`config.mk`:
```
export PLATFORM = sky130hd
export DESIGN_NAME = ptrd_lane
export DESIGN_NICKNAME = d
export VERILOG_FILES = /design/src/sv/packed_ternary_row_dot_top_macros.svh /design/src/sv/ptrd_pkg.sv /design/src/sv/ptrd_lane.sv
export SDC_FILE = /design/constraint.sdc
export NUM_CORES = 1
export LEC_CHECK = 0
export BUFFER_PORTS_ARGS = -buffer_cell sky130_fd_sc_hd__buf_2
export CORE_MARGIN = 10
export CORE_UTILIZATION = 35
export CTS_CLUSTER_DIAMETER = 60
export DETAILED_ROUTE_END_ITERATION = 12
export PLACE_DENSITY = 0.57
export SYNTH_ARGS = -nofsm -noshare
export SYNTH_HDL_FRONTEND = slang
export SYNTH_SLANG_ARGS = --single-unit
```
`constraint.sdc`:
```
create_clock -name clk_i -period 2.4 [get_ports clk_i]
set_input_delay 0.12 -clock clk_i [delete_from_list [all_inputs] [get_ports clk_i]]
set_output_delay 0.12 -clock clk_i [all_outputs]
set_load 0.02 [all_outputs]
```
`src/sv/packed_ternary_row_dot_top_macros.svh`:
```
// assertion macros for the ternary row dot block
`ifndef PACKED_TERNARY_ROW_DOT_TOP_MACROS_SVH
`define PACKED_TERNARY_ROW_DOT_TOP_MACROS_SVH

// same-cycle implication
`define PTRD_ASSERT_IMP(lbl, clk, rst_n, ante, cons) \
  lbl: assert property (@(posedge clk) disable iff (!rst_n) (ante) |-> (cons)) \
    else $error("ptrd assertion failed");

// next-cycle implication
`define PTRD_ASSERT_NXT(lbl, clk, rst_n, ante, cons) \
  lbl: assert property (@(posedge clk) disable iff (!rst_n) (ante) |=> (cons)) \
    else $error("ptrd assertion failed");

`endif

```
`src/sv/ptrd_pkg.sv`:
```
`timescale 1ns / 1ps

package ptrd_pkg;

  localparam int unsigned LANE_FIELDS = 4;

  localparam logic [3:0] CODE_PLUS  = 4'h1;
  localparam logic [3:0] CODE_MINUS = 4'hF;

  localparam logic signed [31:0] S32_MAX = 32'sh7FFF_FFFF;
  localparam logic signed [31:0] S32_MIN = 32'sh8000_0000;

  typedef logic signed [15:0] act_t;
  typedef logic signed [16:0] contrib_t;
  typedef logic signed [31:0] acc_t;

endpackage

```
`src/sv/ptrd_lane.sv`:
```
`timescale 1ns / 1ps

module ptrd_lane
  import ptrd_pkg::*;
(
  input  logic       clk_i,
  input  logic       en_i,
  input  logic       active_i,
  input  logic [3:0] code_i,
  input  act_t       act_i,
  output contrib_t   contrib_o
);

  contrib_t contrib_d, contrib_q;

  always_comb begin
    contrib_d = '0;
    if (active_i) begin
      case (code_i)
        CODE_PLUS:  contrib_d = contrib_t'(act_i);
        CODE_MINUS: contrib_d = -contrib_t'(act_i);
        default:    contrib_d = '0;
      endcase
    end
  end

  always_ff @(posedge clk_i) begin
    if (en_i) begin
      contrib_q <= contrib_d;
    end
  end

  assign contrib_o = contrib_q;

endmodule

```
== Word level (Yosys, flattened, before mapping) ==
Index checks and enable logic that the tools add are counted.

* ROM bits: 0
* Logic and storage cells: 5
* Memories: 0
* Bits in latches: 0
* Bits of input ports: 23
* Bits in writable memories: 0
* Output and inout bits: 17
* Bits in registers: 17

* Equality and inequality tests: 2
* Shift-type cells: 0
* Add/subtract/negate cells: 1
* Reductions and logical operators: 0
* Div/mod/pow operators: 0
* $mul: 0
* Mux-type cells: 1
* Magnitude comparators: 0
* Bitwise logic cells: 0

{| class="wikitable"
|+ Operator list
! operator !! number
|-
| $pmux W17 S2 || 1
|-
| $neg A16 Y17 || 1
|-
| $eq A4 B1 Y1 const B || 1
|-
| $eq A4 B4 Y1 const B || 1
|}

== Logic depth before layout (Yosys ltp) ==
* Depth after elaboration: 2
* Gate-level depth with buffers: 6
* Gate-level depth less buffers: 5

== Worst setup path after synthesis ==
Ideal clock, no wire load.

* Path type: input to register
* Start point: in act_i[7]
* End point: reg contrib_q[13] (netlist: contrib_o[13]) (data pin)
* Stages: 5
* Library setup time: 0.254 ns
* Setup slack: 0.694 ns
* Arrival: 1.452 ns
* Path buffers: 1
* Required time: 2.146 ns
* Cell sequence: buf_6 -> or4_4 -> nor4_1 -> a211oi_1 -> a21o_1

* Longest elaborated chain between the ends: 2

{| class="wikitable"
|+ RTL lines
! element !! RTL line !! RTL
|-
| start, declared || ptrd_lane.sv:10 || <nowiki>input act_t act_i,</nowiki>
|-
| $neg A16 Y17 || ptrd_lane.sv:21 || <nowiki>CODE_MINUS: contrib_d = -contrib_t'(act_i);</nowiki>
|-
| $pmux W17 S2 || ptrd_lane.sv:19 || <nowiki>case (code_i)</nowiki>
|-
| end signal, assigned || ptrd_lane.sv:29 || <nowiki>contrib_q <= contrib_d;</nowiki>
|-
| end, declared || ptrd_lane.sv:14 || <nowiki>contrib_t contrib_d, contrib_q;</nowiki>
|}

No other way between the ends.
A chain may end at the register's enable or synchronous reset.

== Worst setup path after layout ==
* Start point: in act_i[5]
* End point: reg contrib_q[13] (netlist: contrib_o[13]) (data pin)

Same word-level chain as after synthesis.

==> impl_metrics.py <==
metrics = {
    "global_route": {
        "grt-busiest-layer": "met2",
        "first_global_vias": 1046,
        "antenna_found_initial": 0,
        "grt_usage_pct": 10.5,
        "grt-ovfl-total": 0,
        "gr-usage-met2_pct": 17.3,
        "grt_use_met3_pct": 2.48,
        "grt_pass1_wl_mm": 5.12,
        "grt_max_degree": 18,
        "grt_use_met1_pct": 12.9,
    },
    "power_and_ir_drop": {
        "sw_frac_of_total_pct": 28.3,
        "power_frac_seq_pct": 55.0,
        "p_int_uw": 459,
        "power_uw": 640,
        "max-vdd-ir-drop_uv": 177,
        "combPwrFrac_pct": 20.7,
        "powerDensity_nw_per_um2": 470,
        "clkPwrFrac_pct": 24.3,
        "p_sw_uw": 181,
        "leakagePower_uw": 0.000557,
    },
    "timing": {
        "setup_viol": 0,
        "tns_ps": 0,
        "max_slew.worst_pin.slew_ps": 622,
        "period_minus_slack_ps": 1650,
        "hold_violations": 0,
        "slew_headroom_pct": 58.1,
        "hold_ws_ps": 173,
        "fmax_mhz": 607,
        "grt_setup_unrepaired": "false",
        "slew_violations": 0,
        "fin_crit_sh_pct": 68.6,
    },
    "floorplanning": {
        "die-width_um": 76.0,
        "rows": 20,
        "dieArea_sq_um": 5770,
        "die_h_um": 76.0,
        "core_sq_um": 3030,
        "ioPinCount": 40,
        "start_util_pct": 36.2,
    },
    "route": {
        "remaining_drc_errors": 0,
        "avgViaCountPerCell": 5.48,
        "dr.first_iter.drc_count": 65,
        "vias": 1053,
        "drt_wl_total_mm": 3.00,
        "wire_per_inst_um": 15.6,
        "dr.pass1.iters": 4,
        "ant_nets": 0,
    },
    "placed_design": {
        "gp_congestion": 0.820,
        "port_buffers": 39,
        "hpwl_mm": 2.32,
    },
    "critical_path": {
        "critPathBufInv": 1,
        "critical_path_cell_count": 5,
        "critPathArrivalTime_ps": 1700,
        "end_kind": "register",
        "endpoint": "contrib_o[13]",
        "crit_type": "in2reg",
        "cpPeakStageDelay_ps": 580,
        "critPathSlowestCell": "nor4_1",
        "crit_start": "act_i[5]",
        "crit_chain": "buf_2 -> or4_4 -> nor4_1 -> a211oi_1 -> a21o_1",
        "critPathTopFamily": "simple AND/OR/NAND/NOR gates",
        "crit_fanout": 4,
        "startpoint_type": "primary input",
        "crit_required_ps": 2450,
    },
    "cells_and_area": {
        "final_nets": 173,
        "largest_reg_flops": 17,
        "ff_latch_area_sq_um": 510,
        "n_antenna_cell": 0,
        "syn2layout_area_growth_pct": 24.1,
        "multiInputGateArea_sq_um": 533,
        "final_layout_size_suffix_gt1_share_pct": 35.8,
        "fillers": 303,
        "utilization_pct": 45.0,
    },
    "synth": {
        "syn_nets": 131,
        "synth_cells": 107,
        "ys_ff_latch": 17,
        "synth_warnings": 0,
        "yosys.cell_types.count": 44,
        "ys_seq_area_share_pct": 46.5,
        "synth_flop_cell": "edfxtp_1",
        "synth_edf_count": 17,
        "synth_area_sq_um": 1100,
        "synthArstFlopShare_pct": 0,
        "syn_area_per_cell_sq_um": 10.3,
    },
    "cts": {
        "htree_levels": 1,
        "root_buffer": "clkbuf_4",
        "cts_buffers": 3,
        "cts_hold_buffers": 0,
        "clkTransAtPathRegs_ps": 100,
        "cts_tree": "done",
        "post_cts_buffers": 0,
        "post_cts_resized": 0,
        "cts.path.max_buffers": 2,
        "cts.sinks": 17,
    },
    "status": {
        "status": "finished clean",
    },
    "hold_path": {
        "hold_path_depth": 2,
        "hold_start": "act_i[13]",
        "hold_class": "in2reg",
    },
    "run": {
        "max_cap_viol_count": 0,
    },
}
cells in the final DEF, fill, tap and decap left out, types with 2 or more instances in the layout:
cell      count
a211oi_1      2
a21o_1        2
a21oi_1       8
a31oi_1       3
buf_2        39
buf_4         3
clkbuf_4      3
edfxtp_1     17
inv_1         5
nand2_1       6
nand3_1       4
nand4_1       4
nor2_1        8
nor2b_1       2
nor3_1        2
nor4_1        5
o211a_1       3
o21ai_0       3
or3_1         2
or4_4         3
worst min-delay path by stage:
stage / endpoint / slack, ps
final: contrib_o[13] / 170
after detailed placement: contrib_o[13] / 460
after global routing: contrib_o[13] / 160
after floorplan: contrib_o[0] / 230
after global placement: contrib_o[13] / 450
after CTS: contrib_o[13] / 160
power groups by stage:
stage,Sequential (uW),Combinational (uW),Clock [uW]
final,352,132,156
after global routing,355,146,173
after CTS,352,134,163
after detailed placement,359,134,0
after global placement,359,131,0
after floorplan,388,40.9,0
cells in the mapped netlist (all sizes together), types with 2 or more instances:
cell type   n  area share, %
nand2       7            2.6
inv         5            1.7
nor3        2           0.91
a21oi       8            3.6
nand4       4            2.3
nor2        8            2.7
o21ai       4            1.8
or4         3            3.1
or3         2            1.1
a31oi       3            1.7
a211oi      2            1.4
o211a       3            2.7
a21o        3            2.2
nand3       4            1.8
clkbuf      2           0.80
edfxtp     17             47
o41ai       2            2.3
nor4        5            2.9
buf         3            2.4
nor2b       2            1.1
cell type report:
cell class / instances / share of cell area (%)
tap: 44 / 4.04
multi-input combinational: 80 / 39.2
sequential: 17 / 37.5
inverter: 5 / 1.38
clock buffer: 4 / 1.93
timing repair buffer: 42 / 16.0
cells by family after synthesis:
logic type               after synthesis  synth area share, %
AO/OA/AOI/OAI                         35                 23.6
adder cells (fa/ha/maj)                1                 1.14
buffers and inverters                 10                 4.90
flip-flops                            17                 46.5
multiplexers                           1                0.912
AND/OR/NAND/NOR                       43                 22.9
routing by layer:
| layer | vias to the layer above | wire length [um] |
|---|---|---|
| li1 | 522 | - |
| met1 | 492 | 1390 |
| met2 | 37 | 1420 |
| met3 | 2 | 153 |
| met4 | 0 | 38 |
| met5 | - | 0 |
metrics by stage:
step | area [sq um] | setup WS, ps | cells
floorplan | 1100 | 694 | 107
global placement | 1340 | 541 | 188
detailed placement | 1340 | 476 | 188
CTS | 1360 | 794 | 192
global route | 1360 | 696 | 192
finish | 1360 | 753 | 192
Power figures use the tool's default switching activity.
