### src/sv/packed_ternary_row_dot_top_macros.svh
// assertion macros for the ternary row dot block
`ifndef PACKED_TERNARY_ROW_DOT_TOP_MACROS_SVH
`define PACKED_TERNARY_ROW_DOT_TOP_MACROS_SVH

// same-cycle implication
`define PTRD_ASSERT_IMP(lbl, clk, rst_n, ante, cons) \
  lbl: assert property (@(posedge clk) disable iff (!rst_n) (ante) |-> (cons)) \
    else $error("ptrd assertion failed");

// next-cycle implication
`define PTRD_ASSERT_NXT(lbl, clk, rst_n, ante, cons) \
  lbl: assert property (@(posedge clk) disable iff (!rst_n) (ante) |=> (cons)) \
    else $error("ptrd assertion failed");

`endif

### src/sv/ptrd_pkg.sv
`timescale 1ns / 1ps

package ptrd_pkg;

  localparam int unsigned LANE_FIELDS = 4;

  localparam logic [3:0] CODE_PLUS  = 4'h1;
  localparam logic [3:0] CODE_MINUS = 4'hF;

  localparam logic signed [31:0] S32_MAX = 32'sh7FFF_FFFF;
  localparam logic signed [31:0] S32_MIN = 32'sh8000_0000;

  typedef logic signed [15:0] act_t;
  typedef logic signed [16:0] contrib_t;
  typedef logic signed [31:0] acc_t;

endpackage

### src/sv/ptrd_merge.sv
`timescale 1ns / 1ps

module ptrd_merge
  import ptrd_pkg::*;
#(
  parameter int unsigned N_LANES = 4
) (
  input  logic        clk_i,
  input  logic        rst_ni,
  input  logic        valid_l_i,
  input  logic        last_l_i,
  input  contrib_t    contrib_i [N_LANES],
  input  logic [23:0] scale_l_i,
  input  acc_t        bias_l_i,
  output logic        ready_l_o,
  output logic        valid_s_o,
  input  logic        ready_s_i,
  output acc_t        sum_s_o,
  output logic [23:0] scale_s_o,
  output acc_t        bias_s_o
);

  function automatic acc_t sat_add(acc_t a, contrib_t c);
    logic signed [32:0] s;
    s = {a[31], a} + 33'(c);
    if (s[32] != s[31]) begin
      sat_add = s[32] ? S32_MIN : S32_MAX;
    end else begin
      sat_add = s[31:0];
    end
  endfunction

  acc_t        acc_d, acc_q, chain;
  logic        valid_s_q;
  acc_t        sum_s_q, bias_s_q;
  logic [23:0] scale_s_q;
  logic        adv_l, s_free;

  // lanes fold in order, each step saturating
  always_comb begin
    chain = acc_q;
    for (int i = 0; i < int'(N_LANES); i++) begin
      chain = sat_add(chain, contrib_i[i]);
    end
  end

  assign s_free    = !valid_s_q || ready_s_i;
  assign adv_l     = valid_l_i && (!last_l_i || s_free);
  assign ready_l_o = !valid_l_i || !last_l_i || s_free;
  assign acc_d     = last_l_i ? '0 : chain;

  always_ff @(posedge clk_i or negedge rst_ni) begin
    if (!rst_ni) begin
      acc_q     <= '0;
      valid_s_q <= 1'b0;
    end else begin
      if (adv_l) begin
        acc_q <= acc_d;
      end
      if (s_free) begin
        valid_s_q <= adv_l && last_l_i;
      end
    end
  end

  always_ff @(posedge clk_i) begin
    if (adv_l && last_l_i) begin
      sum_s_q   <= chain;
      scale_s_q <= scale_l_i;
      bias_s_q  <= bias_l_i;
    end
  end

  assign valid_s_o = valid_s_q;
  assign sum_s_o   = sum_s_q;
  assign scale_s_o = scale_s_q;
  assign bias_s_o  = bias_s_q;

endmodule

### config.mk
export PLATFORM = sky130hd
export DESIGN_NAME = ptrd_merge
export DESIGN_NICKNAME = d
export VERILOG_FILES = /design/src/sv/packed_ternary_row_dot_top_macros.svh /design/src/sv/ptrd_pkg.sv /design/src/sv/ptrd_merge.sv
export SDC_FILE = /design/constraint.sdc
export NUM_CORES = 1
export LEC_CHECK = 0
export ABC_CLOCK_PERIOD_IN_PS = 24900
export BUFFER_PORTS_ARGS = -buffer_cell sky130_fd_sc_hd__buf_2
export CORE_ASPECT_RATIO = 1.75
export CORE_MARGIN = 5
export CORE_UTILIZATION = 31
export DETAILED_ROUTE_END_ITERATION = 12
export PLACE_DENSITY = 0.6
export SETUP_SLACK_MARGIN = 0.05
export SYNTH_ARGS = -nofsm -noshare
export SYNTH_HDL_FRONTEND = slang
export SYNTH_SLANG_ARGS = --single-unit
export TNS_END_PERCENT = 30
### constraint.sdc
create_clock -name clk_i -period 24.9 [get_ports clk_i]
set_input_delay 2.49 -clock clk_i [delete_from_list [all_inputs] [get_ports clk_i]]
set_output_delay 2.49 -clock clk_i [all_outputs]
set_load 0.005 [all_outputs]
* Word-level counts from Yosys, hierarchy flattened
Index checks and enable logic that the tools add are counted.
Cells by class: add/sub/neg operators 4, eq/ne operators 4, mux-type cells 9, reduce and logical (&&, ||, !) cells 9
Operators by type and width (number):
- two-way mux 32 bit | 9
- adder 32 x 17 -> 33 bit | 4
- logical OR 1 bit | 4
- inequality test 1 bit | 4
- logical NOT 1 bit | 3
- logical AND 1 bit | 2
Storage, ports and cells: register bits 121, input bits 129, output and inout port bits 90

* Depth between registers and ports, before layout
word-level depth 13, gate-level depth with buffers 51, depth with buffers taken out 47

* Least setup slack after synthesis
No wires, ideal clock.
path kind input to register, start input port contrib_i[55] (netlist name), end register sum_s_q[10] (netlist: sum_s_o[10]), data pin, setup time 0.266 ns, arrival time 12.934 ns, required time 24.634 ns, setup slack 11.700 ns, stages 44, cell sequence ha_1 > nand2_1 > o311a_1 > o41a_1 > a2111o_1 > a211oi_2 > o22a_2 > mux2i_2 > buf_2 > a21oi_1 > ha_1 > a21oi_1 > o21ai_0 > a221o_1 > nor3_1 > a21oi_1 > a221o_1 > o2bb2ai_1 > [8 not listed] > a31oi_4 > a41o_2 > and2_1 > buf_2 > mux2_4 > buf_4 > o21ai_1 > ha_1 > clkbuf_1 > nand4_1 > or4_1 > a21oi_1 > o31ai_1 > a21o_1 > o21ai_1 > clkbuf_1 > clkbuf_1 > nor2_1
On the way: longest elaborated chain between the ends 12
RTL lines:
- from (decl) | RTL line ptrd_merge.sv:12 | input contrib_t contrib_i [N_LANES],
- adder 32 x 17 -> 33 bit (*) | RTL line ptrd_merge.sv:25 | s = {a[31], a} + 33'(c);
- two-way mux 32 bit or inequality test 1 bit (tied branches) | RTL line ptrd_merge.sv:27, ptrd_merge.sv:26
- two-way mux 32 bit (*) | RTL line ptrd_merge.sv:26 | if (s[32] != s[31]) begin
- adder 32 x 17 -> 33 bit (*) | RTL line ptrd_merge.sv:25
- two-way mux 32 bit or inequality test 1 bit (tied branches) | RTL line ptrd_merge.sv:27, ptrd_merge.sv:26
- two-way mux 32 bit (*) | RTL line ptrd_merge.sv:26
- adder 32 x 17 -> 33 bit (*) | RTL line ptrd_merge.sv:25
- two-way mux 32 bit or inequality test 1 bit (tied branches) | RTL line ptrd_merge.sv:27, ptrd_merge.sv:26
- two-way mux 32 bit (*) | RTL line ptrd_merge.sv:26
- adder 32 x 17 -> 33 bit (*) | RTL line ptrd_merge.sv:25
- two-way mux 32 bit or inequality test 1 bit (tied branches) | RTL line ptrd_merge.sv:27, ptrd_merge.sv:26
- two-way mux 32 bit (*) | RTL line ptrd_merge.sv:26
- net chain[10] | RTL line ptrd_merge.sv:33 | acc_t acc_d, acc_q, chain;
- to (signal assigned) | RTL line ptrd_merge.sv:68 | sum_s_q <= chain;
- to (decl) | RTL line ptrd_merge.sv:35 | acc_t sum_s_q, bias_s_q;
The timed path passes the listed nets; every way through them passes the cells marked *. A chain may end at the register's enable or synchronous reset.

* Worst setup path in the final report
start input port contrib_i[55] (netlist name), end register acc_q[0]
On the way: longest elaborated chain between the ends 13
RTL lines:
- adder 32 x 17 -> 33 bit (*) | RTL line ptrd_merge.sv:25
- two-way mux 32 bit or inequality test 1 bit (tied branches) | RTL line ptrd_merge.sv:27, ptrd_merge.sv:26
- two-way mux 32 bit (*) | RTL line ptrd_merge.sv:26
- adder 32 x 17 -> 33 bit (*) | RTL line ptrd_merge.sv:25
- two-way mux 32 bit or inequality test 1 bit (tied branches) | RTL line ptrd_merge.sv:27, ptrd_merge.sv:26
- two-way mux 32 bit (*) | RTL line ptrd_merge.sv:26
- adder 32 x 17 -> 33 bit (*) | RTL line ptrd_merge.sv:25
- two-way mux 32 bit or inequality test 1 bit (tied branches) | RTL line ptrd_merge.sv:27, ptrd_merge.sv:26
- two-way mux 32 bit (*) | RTL line ptrd_merge.sv:26
- adder 32 x 17 -> 33 bit (*) | RTL line ptrd_merge.sv:25
- two-way mux 32 bit or inequality test 1 bit (tied branches) | RTL line ptrd_merge.sv:27, ptrd_merge.sv:26
- two-way mux 32 bit (*) | RTL line ptrd_merge.sv:26
- two-way mux 32 bit (*) | RTL line ptrd_merge.sv:50 | assign acc_d = last_l_i ? '0 : chain;
- to (signal assigned) | RTL line ptrd_merge.sv:54 | acc_q <= '0;
- to (signal assigned) | RTL line ptrd_merge.sv:58 | acc_q <= acc_d;
- to (decl) | RTL line ptrd_merge.sv:33
Mark *: on every way between the ends. The rest lies on a longest branch, timed or not.

==> impl_metrics.json <==
{
  "syn-mean-instance-area_um2": 8.53,
  "viasPerCell": 5.53,
  "drive_gt1_frac": 0.179,
  "cts_htree_levels": 4,
  "clkSinkCount": 121,
  "yosys_warnings": 0,
  "drv_slew": 0,
  "grt_start_max_net_pins": 61,
  "crit_top_cell": "a21oi_1",
  "netlist.top_cell.by_area": "edfxtp_1",
  "async_flop_share": 0.273,
  "synthMostInstantiatedCell": "a21oi_1",
  "cts_max_path_buffers": 2,
  "synth.top_cell.area_share": 0.227,
  "routed_wl_mm": 42.8,
  "rsz0062_at_grt": "no",
  "tightestPinTransition_ns": 1.19,
  "gp_congestion": 0.975,
  "hpwl_mm": 36.3,
  "critical_path_required_ns": 25.14,
  "cts_root_buffer": "clkbuf_16",
  "worst-setup-path-type": "in2reg",
  "ys_seq_area_frac": 0.298,
  "synth-main-ff-cell": "edfxtp_1",
  "finalHoldViolCount": 0,
  "antenna_left": 0,
  "status": "finished, final reports clean",
  "cts_buffers": 17,
  "drt_first_pass_iters": 5,
  "critPathLaunch": "contrib_i[55]",
  "diodes": 0,
  "grt_pass1_vias": 11300,
  "ys_types": 81,
  "die_area_um2": 41700,
  "synth_area_leaders": "edfxtp_1 23%, ha_1 14%, dfrtp_1 7.1%, a21oi_1 7.0%, o21ai_0 5.0%",
  "cp.arrival_ns": 16.51,
  "vias": 11300,
  "slowest_stage": "mux2i_2",
  "max_stage_delay_ns": 0.99,
  "endpoint_kind": "flop",
  "die_h_um": 266,
  "coreArea_um2": 37400,
  "syn_inst": 1366,
  "grt_pass1_wl_mm": 63.9,
  "ctsResizeCount": 0,
  "grt-ovfl-total": 0,
  "max_clock_freq_mhz": 61.5,
  "io_pins": 219,
  "timing.setup.tns_ns": 0,
  "drt_iter0_markers": 700,
  "cp_num_buf_inv": 2,
  "finalSetupViolations": 0,
  "cp-start-kind": "input port",
  "syn2layout_area_growth_pct": 17.8,
  "route.detailed.wl_per_inst_um": 20.9,
  "ys_ff_latch": 121,
  "path_clk_slew_ns": 0.06,
  "hold_buffers": 0,
  "maxCapViolCount": 0,
  "r2r_start": "acc_q[4]$_DFFE_PN0P_",
  "numPortBuffers": 218,
  "min_from": "acc_q[2]$_DFFE_PN0P_",
  "hold_path_class": "reg2reg",
  "fin_nets": 1818,
  "min_period_over_period": 0.653,
  "worstPathMaxFanout": 33,
  "crit_family": "compound AO/OA/AOI/OAI gates",
  "grt_usage": 0.198,
  "synth.net_count": 1629,
  "clock_latency_ns": 0.41,
  "drc": 0,
  "rows": 94,
  "finClkSkew_ns": 0.00662,
  "cts_tree": "yes",
  "synth-edff-count": 88,
  "synth_commonest_cells": "164 x a21oi_1, 137 x nand2_1, 130 x ha_1",
  "start_util": 0.312,
  "slew_headroom": 0.190,
  "fp.dieW_um": 157,
  "min_period_ns": 16.27,
  "antenna_found_initial": 0,
  "syn-cell-area_um2": 11700,
  "cts_setup_buffers": 0
}
cell usage in the layout (no fill, tap or decap), drive strengths merged, types with 4 or more instances in the layout:
cell / n
and2: 9
edfxtp: 88
and3: 18
inv: 40
xor2: 47
o31ai: 15
or3: 4
mux2i: 5
maj3: 6
nand3: 31
nor3: 24
nand2: 137
o21a: 19
nor2: 96
clkinv: 5
buf: 222
o22ai: 4
clkinvlp: 4
a211oi: 14
clkbuf: 19
a31oi: 18
o21ai: 134
ha: 130
a21o: 65
dfrtp: 33
a211o: 4
o21bai: 13
o211ai: 23
nand2b: 18
o41ai: 5
fa: 4
nand4: 19
a21oi: 164
xnor2: 56
or3b: 5
nor2b: 9
worst paths after layout:
check                                        endpoint  slack, ns  cells past startpoint
worst max register to register   acc_q[0]$_DFFE_PN0P_      10.39                     40
max in group asynchronous        acc_q[3]$_DFFE_PN0P_      22.25                      1
worst max-delay path             acc_q[0]$_DFFE_PN0P_       8.63                     41
worst min register to register   acc_q[2]$_DFFE_PN0P_       0.49                      2
min in group asynchronous       valid_s_o$_DFFE_PN0P_       2.14                      1
worst min-delay path             acc_q[2]$_DFFE_PN0P_       0.49                      2
kinds of logic (layout without fill, tap and decap cells):
logic type                 after synthesis  in the layout  synth area share
buffers and inverters                   90            292            0.0323
and+or+nand+nor                        390            390             0.158
DFF                                    121            121             0.298
AOI/OAI and AO/OA                      514            514             0.275
muxes                                    8              8           0.00784
xor gates and xnor gates               103            103            0.0781
adders and majority gates              140            140             0.152
sequential cells by signal (all words and copies together) (netlist names):
| signal | count |
|---|---|
| acc_q | 32 |
| bias_s_o | 32 |
| sum_s_o | 32 |
| scale_s_o | 24 |
| valid_s_o | 1 |
worst reg2reg max path: cells and delay by family (launching register included):
kind	cells	cell delay [ns]
and+or+nand+nor	7	2.29
muxes	2	1.78
adders and majority gates	4	1.59
AOI/OAI and AO/OA	26	7.94
DFF	1	0.40
buffers and inverters	1	0.33
stage by stage:
stage | area (µm²) | utilization | hold WS [ns] | setup slack [ns] | cells
finish | 13700 | 0.367 | 0.494 | 8.63 | 2048
global route | 13700 | 0.367 | 0.536 | 7.63 | 2048
CTS | 13700 | 0.367 | 0.497 | 8.84 | 2048
detailed placement | 13100 | 0.352 | 0.486 | 8.48 | 2016
global placement | 13100 | 0.352 | 0.487 | 8.85 | 2016
floorplan | 11700 | - | 0.447 | 11.70 | 1366
layer usage:
metal	vias to the layer above	part of all wire	global-route usage	routed length (µm)
met1	5303	0.35	0.199	15100
met2	419	0.53	0.375	22500
li1	5499	-	-	-
met4	0	0.072	0.126	3090
met5	-	0	0	0
met3	104	0.048	0.0263	2060
area by class of cell:
type,instances,area [µm²]
sequential,121,3470
fill,3860,23700
clock buffer,19,433
clock inverter,13,144
timing repair buffer,222,1120
tap,480,601
inverter,38,144
multi-input combinational,1155,7810
Power is not shown: default switching activity piles up to over one toggle a cycle in this logic, so the estimate is an artifact.
